<file path="src/rtl/dsa_pkg.sv">
// Shared types for the table-driven string acceptor.
// Holds the command codes, controller states and the control/status structs.
// No dependencies.
package dsa_pkg;

	// Request command codes
	typedef enum logic [2:0] {
		CMD_TRANS  = 3'd0,
		CMD_ACCEPT = 3'd1,
		CMD_MAP    = 3'd2,
		CMD_FEED   = 3'd3,
		CMD_END    = 3'd4
	} dsa_op_t;

	// Controller states
	typedef enum logic [2:0] {
		ST_CLEAR,
		ST_IDLE,
		ST_MAP,
		ST_TRANS,
		ST_END
	} dsa_state_t;

	// Fixed field widths of a request
	localparam int CmdW   = 3;
	localparam int StateW = 6;
	localparam int SymW   = 4;
	localparam int CharW  = 8;
	localparam int MapDepth = 1 << CharW;

	// Controller to datapath
	typedef struct packed {
		logic clear;      // clearing sweep running
		logic take;       // request accepted this cycle
		logic map_chk;    // symbol map data is on the RAM output
		logic trans_upd;  // transition data is on the RAM output
		logic end_load;   // load the result register
	} dsa_cmd_t;

	// Datapath to controller
	typedef struct packed {
		logic sweep_done; // last entry of the clearing sweep
		logic map_live;   // run live and character mapped
		logic out_free;   // result register can take a new result
	} dsa_sts_t;

endpackage

</file>
<file path="src/rtl/dsa_ctrl.sv">
// Controller of the string acceptor: sequences clearing, lookups and results.
// Depends on dsa_pkg.
module dsa_ctrl (
	input  logic              clk,
	input  logic              arst_n,
	input  logic              in_valid,
	input  logic [2:0]        in_command,
	output logic              in_ready,
	input  dsa_pkg::dsa_sts_t sts,
	output dsa_pkg::dsa_cmd_t cmd
);
	import dsa_pkg::*;

	dsa_state_t state_q, state_d;
	logic       take;

	assign in_ready = (state_q == ST_IDLE) || (state_q == ST_TRANS);
	assign take     = in_valid && in_ready;

	// State register
	always_ff @(posedge clk or negedge arst_n) begin
		if (!arst_n) begin
			state_q <= ST_CLEAR;
		end else begin
			state_q <= state_d;
		end
	end

	// Next state
	always_comb begin
		state_d = state_q;
		unique case (state_q)
			ST_CLEAR: begin
				if (sts.sweep_done) state_d = ST_IDLE;
			end
			ST_IDLE, ST_TRANS: begin
				if (take && in_command == CMD_FEED) begin
					state_d = ST_MAP;
				end else if (take && in_command == CMD_END) begin
					state_d = ST_END;
				end else begin
					state_d = ST_IDLE;
				end
			end
			ST_MAP: begin
				state_d = sts.map_live ? ST_TRANS : ST_IDLE;
			end
			ST_END: begin
				if (sts.out_free) state_d = ST_IDLE;
			end
			default: state_d = ST_IDLE;
		endcase
	end

	// Commands to the datapath
	always_comb begin
		cmd.clear     = (state_q == ST_CLEAR);
		cmd.take      = take;
		cmd.map_chk   = (state_q == ST_MAP);
		cmd.trans_upd = (state_q == ST_TRANS);
		cmd.end_load  = (state_q == ST_END) && sts.out_free;
	end

endmodule

</file>
<file path="config.mk">
export PLATFORM = sky130hd
export DESIGN_NAME = dsa_ctrl
export DESIGN_NICKNAME = d
export VERILOG_FILES = /design/src/rtl/dsa_pkg.sv /design/src/rtl/dsa_ctrl.sv
export SDC_FILE = /design/constraint.sdc
export NUM_CORES = 1
export LEC_CHECK = 0
export ABC_AREA = 1
export BUFFER_PORTS_ARGS = -buffer_cell sky130_fd_sc_hd__buf_2
export CAP_MARGIN = 10
export CORE_AREA = 2 2 39 41
export DETAILED_ROUTE_END_ITERATION = 10
export DIE_AREA = 0 0 41 43
export SYNTH_ARGS = -nofsm -noshare
export SYNTH_HDL_FRONTEND = slang
export SYNTH_SLANG_ARGS = --single-unit
</file>
<file path="constraint.sdc">
create_clock -name clk -period 1.25 [get_ports clk]
set_input_delay 0.0625 -clock clk [delete_from_list [all_inputs] [get_ports clk]]
set_output_delay 0.0625 -clock clk [all_outputs]
set_load 0.02 [all_outputs]
</file>
=== Yosys cells after proc, flatten, opt, wreduce, memory -nomap -nowiden ===
Cells that the tools add are included.

* Word-level logic and storage cells: 23
* Output and inout bits: 6
* Register bits: 3

* Eq/ne operators: 8
* Multiplexer cells: 6
* Reductions and logical operators: 8

{| class="wikitable"
|+ Operator list
! cell !! count
|-
| 3-bit 2-to-1 mux || 4
|-
| 3-bit one-hot mux with 4 select lines || 1
|-
| 3-bit by 2-bit == test with 1-bit output (second input constant) || 3
|-
| 3-bit == test (second input constant) || 2
|-
| 1-bit logical AND || 4
|-
| 2-bit inequality test (second input constant) || 2
|-
| 3-bit by 1-bit == test with 1-bit output (second input constant) || 1
|-
| 3-bit logical NOT || 1
|-
| 2-bit 2-to-1 mux || 1
|-
| 2-bit AND reduction || 1
|-
| 2-bit OR reduction || 1
|-
| 1-bit logical OR || 1
|}

=== Logic depth before layout (Yosys ltp) ===
* Word-level depth: 7
* Gate-level depth with buffers: 5

=== Worst setup path after synthesis ===
OpenSTA, ideal clock, no wires.

* Kind: register to output
* Start: register state_q[2]
* End: output port cmd[0] (netlist bit)
* Required time: 1.188 ns
* Path buffers: 0
* Cell stages (with the launch flop): 3
* Data arrival time: 1.190 ns
* Path slack: -0.003 ns
* Cells stage by stage: dfrtp_1 -> inv_1 -> nor4_1

{| class="wikitable"
|+ RTL lines
! element !! RTL line !! RTL
|-
| start, declared || dsa_ctrl.sv:14 || <nowiki>dsa_state_t state_q, state_d;</nowiki>
|-
| start signal, assigned || dsa_ctrl.sv:25 || <nowiki>state_q <= state_d;</nowiki>
|-
| end, declared || dsa_ctrl.sv:10 || <nowiki>output dsa_pkg::dsa_cmd_t cmd</nowiki>
|}

==> impl_metrics.csv <==
group,metric,value,unit
status,outcome,"complete, no violations",
synthesis,syn_area,199,um2
sta,fmax,0.838,GHz
sta,worst_slew_pin_slew,0.203,ns
route,drt_wl_total,479,um
finish,largest-register,"state_q",
route,route.detailed.drc,0,
pwr,ir_worst_vdd,0.314,mV
placement,dp_slack,0.221,ns
global_routing,grt_pass1_vias,219,
pwr,p_sw,106,uW
clock_tree,post_cts_buffers,0,
synthesis,yosysTopAreaCell,"dfrtp_1",
finish,largest_reg_flops,3,
placement,placed_cells,57,
route,wl_per_cell,7.73,um
synthesis,synth_warnings,0,
global_routing,grt_pass1_wl,717,um
setup_path,r2r_slack,0.31,ns
finish,nNetsFinal,56,
run,maxCapViolCount,0,
hold_path,hold_class,"input pin to register",
synthesis,syn_area_per_cell,7.11,um2
die,fp.dieH,43,um
route,drtAntennaViolNets,0,
sta,final_max_slew_viol_count,0,
clock_tree,clock_latency,0.23,ns
synthesis,syn_inst,28,
sta,finalSetupTns,0,ns
setup_path,critPathLaunchType,"register",
pwr,cellLeakagePower,0.000174,uW
synthesis,netlist-cell-type-count,14,
sta,rsz0062_at_grt,"true",
sta,setup_slack,0.0569,ns
setup_path,worst-path-buf-inv,1,
die,rows,14,
synthesis,ys_seq_area_share,37.7,%
route,dr_total_vias,238,
sta,setup_violations,0,
clock_tree,cts_made_buffers,3,
global_routing,grt_remaining_overflow,0,
finish,n_antenna_cell,0,
placement,gp_congestion,0.651,
sta,timing.hold.ws,0.0622,ns
placement,port_buffers,14,
pwr,intPower,255,uW
sta,fin_crit_sh,95.4,%
sta,hold_viol,0,
synthesis,synthFlopType,"dfrtp_1",
clock_tree,tritoncts,"done",
die,pin_count,15,
die,core_area,1380,um2
synthesis,ys_seq_elements,3,
pwr,seq_power_share,31.1,%
pwr,p_sw_share,29.3,%
clock_tree,path_clk_slew,0.04,ns
synthesis,synth_most_common_cell,"inv_1",
pwr,powerDensity,1100,nW/um2
sta,relSlewSlack,86.4,%
setup_path,path_cells,"nor4_2 -> buf_4",
setup_path,endpoint_kind,"output port",
setup_path,cp_slowest_cell,"dfrtp_1",
synthesis,syn_nets,37,
synthesis,synth_area_leaders,"dfrtp_1 (38%), inv_1 (9.4%), nor3_1 (7.5%)",
clock_tree,root_buffer,"clkbuf_4",
global_routing,grt_max_degree,7,
finish,synthToLayoutAreaGrowth,64.8,%
setup_path,path_delay_family,"flip-flops",
setup_path,max_stage_delay,0.43,ns
route,first_pass_iters,4,
route,via_per_inst,3.84,
clock_tree,cts_max_level,1,
setup_path,cp.required,1.19,ns
setup_path,critical_path.max_fanout,5,
finish,finalNonFillerCells,62,
global_routing,grt_antenna_before_repair,0,
die,die_x,41,um
clock_tree,clockBufferDepth,2,
die,die_area,1760,um2
pwr,clkPwrFrac,47.2,%
global_routing,gr-usage-all-layers,6.34,%
setup_path,critPathKind,"register to output port",
finish,drive_above_1_share,47.8,%
synthesis,synth_edf_count,0,
synthesis,async_flop_share,100,%
synthesis,netlist_top_cells_count,"inv_1 (5), dfrtp_1 (3), nand2_1 (3), nor2_1 (3), nor3_1 (3)",
route,drt_iter0_drc,4,
finish,reg_top3,"state_q x3",
synthesis,yosysTopAreaCellShare,37.7,%
placement,dpl.hpwl,403,um
pwr,p_comb_share,21.7,%
sta,skew,0.00119,ns
setup_path,cp.arrival,1.13,ns
clock_tree,cts.sinks,3,
sta,min_period,1.19,ns
die,start_util,14.4,%
pwr,fin_total_pwr,361,uW
[layout make-up]
type | count | area, um2
clock buffer | 4 | 26.3
sequential | 3 | 76.3
multi-input combinational | 18 | 100
tap | 16 | 20.0
timing repair buffer | 15 | 82.6
inverter | 6 | 22.5
fill | 150 | 1060
[through the flow]
stage | util, % | instance area (um2)
6_report | 23.7 | 328
5_1_grt | 23.7 | 328
4_1_cts | 23.5 | 325
3_5_place_dp | 20.8 | 288
3_3_place_gp | 20.8 | 288
2_1_floorplan | - | 205
[cell families (layout without fill, tap and decap cells)]
logic type | Yosys count | after routing | share of synthesized area, %
flops | 3 | 3 | 37.7
simple gates | 15 | 15 | 39.6
buf+inv | 7 | 25 | 15.1
compound gates | 3 | 3 | 7.54
[worst register-to-register path: cells and delay by family, from the launching register on]
| kind | cells | cell delay (ns) |
|---|---|---|
| flops | 1 | 0.43 |
| simple gates | 3 | 0.21 |
| compound gates | 1 | 0.12 |
| buf+inv | 1 | 0.07 |
[per-layer routing]
layer | wire length, um | vias to the layer above | GRT usage (%)
met4 | 0 | 0 | 6.00
li1 | - | 127 | -
met5 | 0 | - | 0
met1 | 204 | 103 | 6.15
met2 | 234 | 8 | 9.06
met3 | 40 | 0 | 3.14
[power groups by stage]
stage	registers, uW	logic [uW]	clock network (uW)
final	112	78.3	170
after global routing	113	87.1	184
after CTS	112	79.2	174
after detailed placement	113	76.4	0
after global placement	113	76.0	0
after floorplan	112	51.7	0
[final timing paths]
kind,end,from,cells past startpoint
max in group asynchronous,state_q[2],arst_n,2
min reg2reg,state_q[2],state_q[2],3
max reg2reg,state_q[0],state_q[0],5
max,cmd[0],state_q[0],2
min in group asynchronous,state_q[2],arst_n,2
min,state_q[1],sts[1],3
[cells in the final DEF (no fill, tap or decap), drive strengths merged]
cell         count
a21oi            1
dlygate4sd3      1
nand2            4
nor4             1
nor3             3
nand3            2
nor2             4
inv              6
nand3b           1
o21ai            2
buf             14
clkbuf           4
dfrtp            3
[what timing repair did]
item,CTS,global route
hold buffers,1,0
pin swaps,0,1
endpoints found under the hold margin,3,0
resized for setup,1,1
endpoints found under the setup margin,1,2
No activity file was read; power rests on OpenSTA's default activity.
